**src/hdl/mmcm_ram.sv**
```systemverilog
`timescale 1ns / 1ps
// ----------------------------------------------------------------------------
// mmcm_ram
// Simple dual-port RAM: one write port, one read port with registered data.
// ----------------------------------------------------------------------------
module mmcm_ram #(
    parameter int WIDTH = 32,
    parameter int DEPTH = 64
) (
    input  logic                     aclk,
    input  logic                     we,
    input  logic [$clog2(DEPTH)-1:0] waddr,
    input  logic [WIDTH-1:0]         wdata,
    input  logic [$clog2(DEPTH)-1:0] raddr,
    output logic [WIDTH-1:0]         rdata
);

    logic [WIDTH-1:0] mem [DEPTH];

    always_ff @(posedge aclk) begin
        if (we) begin
            mem[waddr] <= wdata;
        end
        rdata <= mem[raddr];
    end

endmodule

```
**config.mk**
```make
export PLATFORM = sky130hd
export DESIGN_NAME = mmcm_ram
export DESIGN_NICKNAME = d
export VERILOG_FILES = /design/src/hdl/mmcm_ram.sv
export SDC_FILE = /design/constraint.sdc
export NUM_CORES = 2
export LEC_CHECK = 0
export BUFFER_PORTS_ARGS = -buffer_cell sky130_fd_sc_hd__buf_2
export CAP_MARGIN = 40
export CORE_ASPECT_RATIO = 1.1
export CORE_MARGIN = 2
export CORE_UTILIZATION = 50
export CTS_BUF_LIST = sky130_fd_sc_hd__clkbuf_16
export CTS_CLUSTER_SIZE = 40
export DETAILED_ROUTE_END_ITERATION = 10
export PLACE_DENSITY_LB_ADDON = 0.05
export REMOVE_ABC_BUFFERS = 1
export SETUP_SLACK_MARGIN = 0.2
export SKIP_LAST_GASP = 1
export SLEW_MARGIN = 10
export SYNTH_ARGS = -nofsm -noshare
export SYNTH_HDL_FRONTEND = slang
export SYNTH_SLANG_ARGS = --single-unit
export TNS_END_PERCENT = 10
```
**constraint.sdc**
```tcl
create_clock -name aclk -period 5.6 [get_ports aclk]
set_input_delay 0.28 -clock aclk [delete_from_list [all_inputs] [get_ports aclk]]
set_output_delay 0.28 -clock aclk [all_outputs]
set_load 0.01 [all_outputs]
```
==> results.toml <==
[power]
p_per_area_nw_per_um2 = 358.1
peakVddDrop_v = 0.0002939
p_leak_nw = 28.40
p_clk_share_pct = 41.4
swShare_pct = 21.25
switchingPower_mw = 6.870
seqPwrFrac_pct = 53.6
p_comb_share_pct = 5.0
p_int_mw = 25.45

[critical_path]
rr_startpoint = "mem[15][16]$_DFFE_PP_"
worstReg2RegEnd = "rdata[16]$_DFF_P_"
rrSetupSlack_ns = 3.31
critPathKind = "in2reg"
critPathLaunchType = "input pin"
r2r.worst_path.cells = 4
cp.arrival_ns = 3.59
endpoint_kind = "register"
cp_data_required_time_ns = 6.30
crit_fanout = 63

[detailed_routing]
drc = 0
post_drt_wl_per_cell_um = 35.95
wl_mm = 211.4
drt_iter0_drc = 4465
vias = 37210
viasPerCell = 6.327
drtAntennaViolNets = 0
drt_pass1_iterations = 5

[sta]
skew_ns = 0.02418
slew_viol_final = 0
post-route-min-period_ns = 2.889
fin_ws_ns = 2.711
final.period_utilization_pct = 51.59
worst_pin_slew_ns = 1.014
grt_setup_unrepaired = "false"
max_freq_ghz = 0.3462
setup_viol = 0
final_hold_viol_count = 0
relSlewSlack_pct = 32.39
final.setup.tns_ns = 0

[place]
portBuffers = 77
post-dp-hpwl_mm = 123.6
gp_congestion = 0.7691
dp_slack_ns = 1.819

[clocking]
cts_buffers = 203
cts-htree-levels = 4
cts.clk_slew.worst_paths_ns = 0.06
cts_tree = "done"
cts_max_path_buffers = 3
cts_root_buffer = "clkbuf_16"
insertion_delay_ns = 0.84
cts_sinks = 2080
post_cts_buffers = 0

[logic_synthesis]
yosys.cell_types.count = 34
synthTopCellsByCount = "2,048 x edfxtp_1, 544 x mux4_2, 137 x nor2_1, 93 x mux2i_1, 84 x o22ai_1"
synth-seq-area-share_pct = 79.14
ys_top_cells_by_area = "edfxtp_1 78%, mux4_2 16%, mux2i_1 1.2%"
synth_cells = 3324
yosys_most_used_dff = "edfxtp_1"
synth_top_area_cell = "edfxtp_1"
synth.most_common_cell = "edfxtp_1"
ys_ff_latch = 2080
syn_area_per_cell_um2 = 23.62
synth-edff-count = 2048
synth_top_area_share_pct = 78.33
yosysWarnings = 0
ys_async_sr_fraction_pct = 0
syn_area_um2 = 78520

[cells_and_area]
syn_to_final_growth_pct = 14.96
nets = 3671
fillers = 11290
drive_gt1_share_pct = 30.44
multiInputGateArea_um2 = 15980
seq_area_um2 = 62140

[floorplan]
rows = 152
die_x_um = 381.8
initial_core_util_pct = 50.35
core_region_area_um2 = 156000
dieArea_um2 = 160200
pin_count = 78
chipHeight_um = 419.6

[global_route]
grt_usage_pct = 26.81
antenna_found_initial = 15
grt_pass1_vias = 38170
grt_pass1_wl_mm = 295.7
grt_overflow = 0
grt_max_degree = 89

[run_status]
status = "complete, no violations"

[hold_path]
min_to = "mem[63][13]$_DFFE_PP_"
min_path_type = "in2reg"
hold_start = "we"
hold-path-cell-count = 3

[job]
drv_cap = 0
## cell families after synthesis
kind of cell,share of synthesized area [%]
flops,79.14
buf+inv,1.128
compound gates,1.673
simple gates,1.265
mux,16.79
## layer usage
layer | vias up | track usage, % | routed length, µm
li1 | 14910 | - | -
met5 | - | 0 | 49
met1 | 20410 | 37.87 | 86050
met4 | 8 | 7.047 | 5168
met2 | 1563 | 44.09 | 105500
met3 | 316 | 4.259 | 14710
## cell type report
type,count,area share [%]
diodes,4,0.01109
clock buffers,204,5.656
clock inverters,174,1.569
multi-input cells,1062,17.70
flip-flops and latches,2080,68.85
well taps,2079,2.882
repair buffers,278,3.332
## how the worst max path moves through the flow
stage	from	endpoint	depth (start not counted)	slack, ns
final	raddr[0]	rdata[7]$_DFF_P_	9	2.71
after global routing	raddr[0]	rdata[22]$_DFF_P_	8	2.49
after CTS	raddr[0]	rdata[7]$_DFF_P_	9	2.70
after floorplan	we	mem[48][0]$_DFFE_PP_	3	2.31
after global placement	raddr[0]	rdata[7]$_DFF_P_	9	1.84
after detailed placement	raddr[0]	rdata[7]$_DFF_P_	9	1.82
## stage by stage
step | hold WS (ns) | total power [mW] | cell area, µm² | utilization (%) | std cells
after floorplan | 0.3789 | 18.25 | 77630 | - | 3142
after global placement | 0.6890 | 19.18 | 82150 | 52.67 | 5412
after detailed placement | 0.6833 | 19.27 | 83440 | 53.50 | 5470
after CTS | 0.01646 | 32.56 | 90240 | 57.87 | 5876
after global routing | 0.06214 | 33.26 | 90250 | 57.87 | 5877
final | 0.06658 | 32.32 | 90260 | 57.88 | 5881
## sequential cells by signal, indices dropped and copies added, names as in the netlist
signal	flops
rdata	32
mem	2048
## cell usage in the layout, fill, tap and decap left out, types with 62 or more instances in the layout
| cell | instances |
|---|---|
| edfxtp_1 | 2048 |
| mux4_2 | 544 |
| clkbuf_16 | 204 |
| buf_4 | 102 |
| mux2i_1 | 93 |
| o22ai_1 | 84 |
| nor2_1 | 75 |
| buf_2 | 73 |
| a21oi_1 | 62 |
| nor2_4 | 62 |
## worst max-delay path, cell delays in order
cell and delay [ns]:
buf_8 0.60, buf_12 0.35, buf_4 0.36, buf_4 0.30
mux4_2 0.51, o22ai_1 0.18, nor2_1 0.15, a21oi_1 0.60
nor2_1 0.09
## power groups by stage
stage               sequential, mW  combinational, mW  clock (mW)
floorplan                     17.6              0.638           0
finish                        17.3               1.63        13.4
CTS                           17.3               1.65        13.6
global route                  17.3               1.73        14.2
global placement              17.6               1.53           0
detailed placement            17.6               1.63           0
## timing repair
item	in CTS	in global routing
hold buffers	28	0
resized for setup	0	0
endpoints found under the hold margin	693	0
Note: power is estimated with default switching activity, not from simulation.
