===== src/hdl/mmcm_pkg.sv =====
`timescale 1ns / 1ps
// ----------------------------------------------------------------------------
// mmcm_pkg
// Shared types and constants for the column-major single-precision GEMM block.
// ----------------------------------------------------------------------------
package mmcm_pkg;

    localparam int MAX_DIM     = 8;
    localparam int STORE_DEPTH = MAX_DIM * MAX_DIM;
    localparam int ADDR_W      = $clog2(STORE_DEPTH);
    localparam int CNT_W       = $clog2(MAX_DIM);
    localparam int DIM_W       = 4;
    localparam int IDX_W       = 6;
    localparam int CFG_IDX_W   = 2;

    localparam logic [1:0] ACT_LOAD_A = 2'd0;
    localparam logic [1:0] ACT_LOAD_B = 2'd1;
    localparam logic [1:0] ACT_START  = 2'd2;

    localparam logic [CFG_IDX_W-1:0] CFG_ROWS_A     = 2'd0;
    localparam logic [CFG_IDX_W-1:0] CFG_INNER_SIZE = 2'd1;
    localparam logic [CFG_IDX_W-1:0] CFG_COLS_B     = 2'd2;

    localparam logic [31:0] CANON_NAN = 32'h7FC0_0000;

    typedef enum logic [1:0] {
        ST_IDLE,
        ST_READ,
        ST_MAC,
        ST_EMIT
    } state_t;

    typedef struct packed {
        logic [1:0]       action;
        logic [IDX_W-1:0] element_index;
        logic [31:0]      element_value;
    } in_item_t;

    typedef struct packed {
        logic [IDX_W-1:0] result_index;
        logic [31:0]      result_value;
        logic             last_result;
    } out_item_t;

endpackage


===== src/hdl/mmcm_mac.sv =====
`timescale 1ns / 1ps
// ----------------------------------------------------------------------------
// mmcm_mac
// Six-stage float32 multiply then add (acc + a*b), each op rounded to
// nearest even, NaNs canonical. Three stages per operation.
// ----------------------------------------------------------------------------
module mmcm_mac
    import mmcm_pkg::*;
(
    input  logic        aclk,
    input  logic        aresetn,
    input  logic        go,
    input  logic [31:0] a,
    input  logic [31:0] b,
    input  logic [31:0] acc,
    output logic        done,
    output logic [31:0] result
);

    function automatic logic [5:0] lzc50(input logic [49:0] v);
        logic [5:0] lz;
        lz = 6'd50;
        for (int i = 0; i < 50; i++) begin
            if (v[i]) lz = 6'(49 - i);
        end
        return lz;
    endfunction

    // m has its leading one at bit 47 (or less for tiny values); top 24 bits
    // are the significand at exponent e.
    function automatic logic [31:0] round_pack(input logic sgn,
                                               input logic signed [11:0] e,
                                               input logic [47:0] m);
        logic [47:0]        mm;
        logic signed [11:0] ee;
        logic [11:0]        sh;
        logic               st;
        logic               up;
        logic [24:0]        r;
        logic [7:0]         ef;
        mm = m;
        ee = e;
        if (ee < 12'sd1) begin
            sh = 12'(12'sd1 - ee);
            if (sh >= 12'd48) begin
                st = |mm;
                mm = {47'b0, st};
            end else begin
                st = |(mm & ((48'd1 << sh) - 48'd1));
                mm = (mm >> sh) | {47'b0, st};
            end
            ee = 12'sd1;
        end
        up = mm[23] & ((|mm[22:0]) | mm[24]);
        r  = {1'b0, mm[47:24]} + {24'b0, up};
        if (r[24]) begin
            r  = r >> 1;
            ee = ee + 12'sd1;
        end
        if (ee >= 12'sd255) begin
            return {sgn, 8'hFF, 23'b0};
        end
        ef = r[23] ? ee[7:0] : 8'd0;
        return {sgn, ef, r[22:0]};
    endfunction

    logic [5:0] vld_reg;

    // stage 1: multiply
    logic               m1_sgn_reg;
    logic [47:0]        m1_prod_reg;
    logic signed [11:0] m1_exp_reg;
    logic               m1_spec_reg;
    logic [31:0]        m1_val_reg;
    // stage 2: normalize product
    logic               m2_sgn_reg;
    logic [47:0]        m2_m_reg;
    logic signed [11:0] m2_exp_reg;
    logic               m2_spec_reg;
    logic [31:0]        m2_val_reg;
    // stage 3: rounded product
    logic [31:0]        prod_reg;
    // stage 4: align and add
    logic               a4_sgn_reg;
    logic [49:0]        a4_sum_reg;
    logic signed [11:0] a4_exp_reg;
    logic               a4_spec_reg;
    logic [31:0]        a4_val_reg;
    // stage 5: normalize sum
    logic               a5_sgn_reg;
    logic [47:0]        a5_m_reg;
    logic signed [11:0] a5_exp_reg;
    logic               a5_spec_reg;
    logic [31:0]        a5_val_reg;
    logic [31:0]        res_reg;

    // ---- multiply unpack ----
    logic        ma_nan, mb_nan, ma_inf, mb_inf, ma_zero, mb_zero, m_sgn;
    logic [23:0] ma, mb;
    logic [7:0]  mea, meb;
    logic        m_spec;
    logic [31:0] m_val;

    always_comb begin
        ma_nan  = (a[30:23] == 8'hFF) && (a[22:0] != 23'd0);
        mb_nan  = (b[30:23] == 8'hFF) && (b[22:0] != 23'd0);
        ma_inf  = (a[30:23] == 8'hFF) && (a[22:0] == 23'd0);
        mb_inf  = (b[30:23] == 8'hFF) && (b[22:0] == 23'd0);
        ma_zero = (a[30:0] == 31'd0);
        mb_zero = (b[30:0] == 31'd0);
        m_sgn   = a[31] ^ b[31];
        ma      = {a[30:23] != 8'd0, a[22:0]};
        mb      = {b[30:23] != 8'd0, b[22:0]};
        mea     = (a[30:23] == 8'd0) ? 8'd1 : a[30:23];
        meb     = (b[30:23] == 8'd0) ? 8'd1 : b[30:23];
        m_spec  = 1'b1;
        priority if (ma_nan || mb_nan || (ma_inf && mb_zero) || (ma_zero && mb_inf)) begin
            m_val = CANON_NAN;
        end else if (ma_inf || mb_inf) begin
            m_val = {m_sgn, 8'hFF, 23'b0};
        end else if (ma_zero || mb_zero) begin
            m_val = {m_sgn, 31'b0};
        end else begin
            m_val  = 32'd0;
            m_spec = 1'b0;
        end
    end

    // ---- add unpack (acc + prod_reg) ----
    logic        x_nan, y_nan, x_inf, y_inf, x_zero, y_zero;
    logic [31:0] big, sml;
    logic [7:0]  eb_big, eb_sml, dexp;
    logic [23:0] mbig, msml;
    logic [49:0] sml_full, sml_al, sum;
    logic        a_spec;
    logic [31:0] a_val;

    always_comb begin
        x_nan  = (acc[30:23] == 8'hFF) && (acc[22:0] != 23'd0);
        y_nan  = (prod_reg[30:23] == 8'hFF) && (prod_reg[22:0] != 23'd0);
        x_inf  = (acc[30:23] == 8'hFF) && (acc[22:0] == 23'd0);
        y_inf  = (prod_reg[30:23] == 8'hFF) && (prod_reg[22:0] == 23'd0);
        x_zero = (acc[30:0] == 31'd0);
        y_zero = (prod_reg[30:0] == 31'd0);
        // magnitude order follows the encoding order
        if (acc[30:0] >= prod_reg[30:0]) begin
            big = acc;
            sml = prod_reg;
        end else begin
            big = prod_reg;
            sml = acc;
        end
        eb_big   = (big[30:23] == 8'd0) ? 8'd1 : big[30:23];
        eb_sml   = (sml[30:23] == 8'd0) ? 8'd1 : sml[30:23];
        mbig     = {big[30:23] != 8'd0, big[22:0]};
        msml     = {sml[30:23] != 8'd0, sml[22:0]};
        dexp     = eb_big - eb_sml;
        sml_full = {1'b0, msml, 25'b0};
        if (dexp >= 8'd50) begin
            sml_al = {49'b0, |msml};
        end else begin
            sml_al = (sml_full >> dexp)
                   | {49'b0, |(sml_full & ((50'd1 << dexp) - 50'd1))};
        end
        if (big[31] == sml[31]) begin
            sum = {1'b0, mbig, 25'b0} + sml_al;
        end else begin
            sum = {1'b0, mbig, 25'b0} - sml_al;
        end
        a_spec = 1'b1;
        priority if (x_nan || y_nan || (x_inf && y_inf && (acc[31] != prod_reg[31]))) begin
            a_val = CANON_NAN;
        end else if (x_inf) begin
            a_val = acc;
        end else if (y_inf) begin
            a_val = prod_reg;
        end else if (x_zero && y_zero) begin
            a_val = {acc[31] & prod_reg[31], 31'b0};
        end else if (x_zero) begin
            a_val = prod_reg;
        end else if (y_zero) begin
            a_val = acc;
        end else begin
            a_val  = 32'd0;
            a_spec = 1'b0;
        end
    end

    logic [5:0]  p_lz, s_lz;
    logic [49:0] s_norm;

    always_comb begin
        p_lz   = lzc50({m1_prod_reg, 2'b0});
        s_lz   = lzc50(a4_sum_reg);
        s_norm = a4_sum_reg << s_lz;
    end

    always_ff @(posedge aclk) begin
        if (!aresetn) begin
            vld_reg <= '0;
        end else begin
            vld_reg <= {vld_reg[4:0], go};
        end
    end

    always_ff @(posedge aclk) begin
        m1_sgn_reg  <= m_sgn;
        m1_prod_reg <= ma * mb;
        m1_exp_reg  <= 12'(mea) + 12'(meb);
        m1_spec_reg <= m_spec;
        m1_val_reg  <= m_val;

        m2_sgn_reg  <= m1_sgn_reg;
        m2_m_reg    <= m1_prod_reg << p_lz;
        m2_exp_reg  <= m1_exp_reg - 12'sd126 - $signed(12'(p_lz));
        m2_spec_reg <= m1_spec_reg;
        m2_val_reg  <= m1_val_reg;

        prod_reg <= m2_spec_reg ? m2_val_reg : round_pack(m2_sgn_reg, m2_exp_reg, m2_m_reg);

        a4_sgn_reg  <= big[31];
        a4_sum_reg  <= sum;
        a4_exp_reg  <= $signed(12'(eb_big));
        a4_spec_reg <= a_spec;
        a4_val_reg  <= a_val;

        // exact cancellation gives +0
        a5_sgn_reg  <= a4_sgn_reg;
        a5_m_reg    <= {s_norm[49:3], |s_norm[2:0]};
        a5_exp_reg  <= a4_exp_reg + 12'sd1 - $signed(12'(s_lz));
        a5_spec_reg <= a4_spec_reg || (a4_sum_reg == 50'd0);
        a5_val_reg  <= a4_spec_reg ? a4_val_reg : 32'd0;

        res_reg <= a5_spec_reg ? a5_val_reg : round_pack(a5_sgn_reg, a5_exp_reg, a5_m_reg);
    end

    assign done   = vld_reg[5];
    assign result = res_reg;

endmodule


===== config.mk =====
export PLATFORM = sky130hd
export DESIGN_NAME = mmcm_mac
export DESIGN_NICKNAME = d
export VERILOG_FILES = /design/src/hdl/mmcm_pkg.sv /design/src/hdl/mmcm_mac.sv
export SDC_FILE = /design/constraint.sdc
export NUM_CORES = 2
export LEC_CHECK = 0
export BUFFER_PORTS_ARGS = -buffer_cell sky130_fd_sc_hd__buf_2
export CORE_UTILIZATION = 35
export CTS_CLUSTER_DIAMETER = 30
export DETAILED_ROUTE_END_ITERATION = 8
export SETUP_SLACK_MARGIN = 0.5
export SLEW_MARGIN = 20
export SYNTH_ARGS = -nofsm -noshare
export SYNTH_HDL_FRONTEND = slang
export SYNTH_SLANG_ARGS = --single-unit

===== constraint.sdc =====
create_clock -name aclk -period 16.87 [get_ports aclk]
set_input_delay 1.687 -clock aclk [delete_from_list [all_inputs] [get_ports aclk]]
set_output_delay 1.687 -clock aclk [all_outputs]
set_load 0.02 [all_outputs]

==> flow_summary.yaml <==
run_status:
  run_status: "finished clean"
timing:
  max-slew-margin-rel_pct: 19.9
  setup_violations: 0
  fmax_ghz: 0.0824
  unrepaired_setup_endpoints_after_global_routing: "no"
  final-hold-violation-count: 0
  finClkSkew_ps: 28.9
  final.min_clock_period_ps: 12130
  layout_worst_path_cycle_share_pct: 71.9
  finalSetupTns_ps: 0
  worst_slew_pin_slew_ps: 1190
  maxSlewViolCount: 0
setup_path:
  path_max_fanout: 33
  timing.critical_path.to_type: "flop"
  crit_path_max_incr_delay_ps: 750
  timing.critical_path.mode_cell: "sky130_fd_sc_hd__nor4_1"
  critPathSlowestCell: "sky130_fd_sc_hd__nor4_1"
  worst-endpoint-arrival_ps: 12670
  worstPathRequired_ps: 17400
  critical_path.startpoint_type: "input pin"
  critical_path_class: "in -> reg"
clocking:
  clock_tree.htree_level_count: 3
  cts_hold_repair.buffers: 0
  cts_tree: "yes"
  cts_repair_resize_count: 0
  clock_tree.buffer_depth: 3
  cts-root-buf: "sky130_fd_sc_hd__clkbuf_16"
  clkSlewWorstSetupHoldPaths_ps: 50
  post_cts_buffers: 0
  cts_made_buffers: 76
  tritoncts_num_sinks: 381
  worst_skew_pair.late_latency_ps: 660
grt:
  grt_overflow_total: 0
  antenna_found_initial: 4
  via_count_of_the_first_global_routing_pass: 51500
  global_route_wire_length_before_repair_um: 327000
  grt_start_max_net_pins: 79
  globalRouteTotalUtil_pct: 27.3
detailed_routing:
  route.vias.total: 52400
  drt-total-wl_um: 218000
  vias_per_cell: 5.91
  routed_wire_length_per_instance_um: 24.6
  drtPass1Iterations: 8
  drt_drc_violations_left: 0
  dr.first_iter.drc_count: 5308
  route.antenna.remaining_nets: 0
floorplanning:
  dieHeight_um: 394
  fp.dieW_um: 394
  design.die.area_sq_um: 155000
  core.rowCount: 143
  ios: 132
  core_sq_um: 152000
  initial_util_pct: 35.3
hold_path:
  min_path_type: "reg -> reg"
job:
  max_cap_violation_count: 0
yosys:
  synth_edf_count: 0
  yosys-top-cells-count: "934 x sky130_fd_sc_hd__nand2_1, 677 x sky130_fd_sc_hd__inv_1, 537 x sky130_fd_sc_hd__nor2_1, 487 x sky130_fd_sc_hd__fa_1, 381 x sky130_fd_sc_hd__dfxtp_1"
  synthDominantAreaCellType: "sky130_fd_sc_hd__fa_1"
  share_of_synthesized_registers_carrying_an_async_set_or_reset_pct: 0
  cell_with_the_most_instances_after_synthesis: "sky130_fd_sc_hd__nand2_1"
  postSynthRegisterBits: 381
  postSynthAreaPerCell_sq_um: 7.81
  synth_area_sq_um: 53800
  yosys_most_used_dff: "sky130_fd_sc_hd__dfxtp_1"
  synthTopCellsByArea: "sky130_fd_sc_hd__fa_1 18%, sky130_fd_sc_hd__dfxtp_1 14%, sky130_fd_sc_hd__ha_1 7.0%"
  synthDistinctLibCells: 102
  yosysSeqAreaShare_pct: 14.2
  synth_warn: 0
  synth_net_count: 7767
  synth_largest_type_area_fraction_pct: 18.1
  mapped_cells: 6882
place:
  io_buffers: 131
  dpl.cell_count: 8712
  place_congestion: 0.981
  place.detailed.hpwl_um: 168000
layout:
  layout-drive-gt1-share_pct: 8.53
  area_delta_synth_final_pct: 9.75
  final_cells: 8859
  nets: 7647
  number_of_flip_flops_under_the_largest_register_name: 50
==> cell usage in the layout, fill, tap and decap left out, types with 48 or more instances in the layout <==
cell type	Yosys	final
sky130_fd_sc_hd__mux2i_1	353	353
sky130_fd_sc_hd__o211ai_1	48	48
sky130_fd_sc_hd__nand4_1	70	70
sky130_fd_sc_hd__mux2_2	53	53
sky130_fd_sc_hd__o22ai_1	52	50
sky130_fd_sc_hd__o31ai_1	53	53
sky130_fd_sc_hd__ha_1	299	295
sky130_fd_sc_hd__inv_1	677	677
sky130_fd_sc_hd__a21oi_1	379	376
sky130_fd_sc_hd__buf_2	12	131
sky130_fd_sc_hd__nand2_1	934	932
sky130_fd_sc_hd__fa_1	487	487
sky130_fd_sc_hd__a211oi_1	80	80
sky130_fd_sc_hd__dfxtp_1	381	377
sky130_fd_sc_hd__nor4_1	107	107
sky130_fd_sc_hd__a31oi_1	53	53
sky130_fd_sc_hd__clkbuf_16	0	76
sky130_fd_sc_hd__nor3_1	141	137
sky130_fd_sc_hd__xnor2_1	122	116
sky130_fd_sc_hd__a22oi_1	54	54
sky130_fd_sc_hd__nand3_1	119	119
sky130_fd_sc_hd__o21ai_0	340	338
sky130_fd_sc_hd__nor2_1	537	533
sky130_fd_sc_hd__and2_1	279	279
sky130_fd_sc_hd__a21o_1	56	56
sky130_fd_sc_hd__xor2_1	68	64
sky130_fd_sc_hd__mux4_2	53	53
sky130_fd_sc_hd__buf_4	3	106
==> final timing paths <==
path	startpoint	to	slack [ps]	cells after the start
worst min-delay path	m1_val_reg[22]	m2_val_reg[22]	320	0
worst min register to register	m1_val_reg[22]	m2_val_reg[22]	320	0
worst max register to register	prod_reg[14]	a4_sum_reg[48]	4960	38
worst max-delay path	acc[12]	a4_sum_reg[48]	4740	38
==> routing by layer <==
metal / routed length [um] / GRT usage, %
met5: 20 / 0
met4: 10100 / 11.6
met1: 91800 / 36.3
met3: 17200 / 4.22
met2: 98700 / 43.9
==> worst max-delay path: cells and delay by family <==
kind,cells,cell delay (ps)
buffers and inverters,4,660
adders and majority gates,4,1190
and+or+nand+nor,18,5760
xor gates and xnor gates,2,320
AOI/OAI and AO/OA,10,3030
==> layout make-up <==
class	instances	area, sq um
inverter	685	2570
multi-input combinational	5379	42100
antenna	3	7.51
timing repair buffer	239	1480
sequential	381	7630
clock buffer	89	2020
fill	15800	93300
tap	2030	2540
clock inverter	53	628
==> cells by family (layout without fill, tap and decap cells) <==
| logic type | Yosys count | after routing | synth area share [%] |
|---|---|---|---|
| simple gates | 2425 | 2425 | 21.1 |
| compound gates | 1519 | 1519 | 18.8 |
| buf+inv | 1122 | 1066 | 7.90 |
| fa+ha+maj | 786 | 786 | 25.1 |
| mux | 459 | 459 | 9.90 |
| flops | 381 | 381 | 14.2 |
| xor+xnor | 190 | 190 | 3.10 |
| other cells | 0 | 3 | 0 |
==> stage by stage <==
step / cell area, sq um / util, % / hold WS, ps / worst slack, ps
2_1_floorplan: 53800 / - / 310 / 6080
3_3_place_gp: 56300 / 37.0 / 311 / 4480
3_5_place_dp: 56300 / 37.0 / 314 / 4330
4_1_cts: 59000 / 38.7 / 326 / 4980
5_1_grt: 59000 / 38.7 / 333 / 3970
6_report: 59000 / 38.8 / 324 / 4740
Power is not shown: default switching activity piles up to over one toggle a cycle in this logic, so the estimate is an artifact.
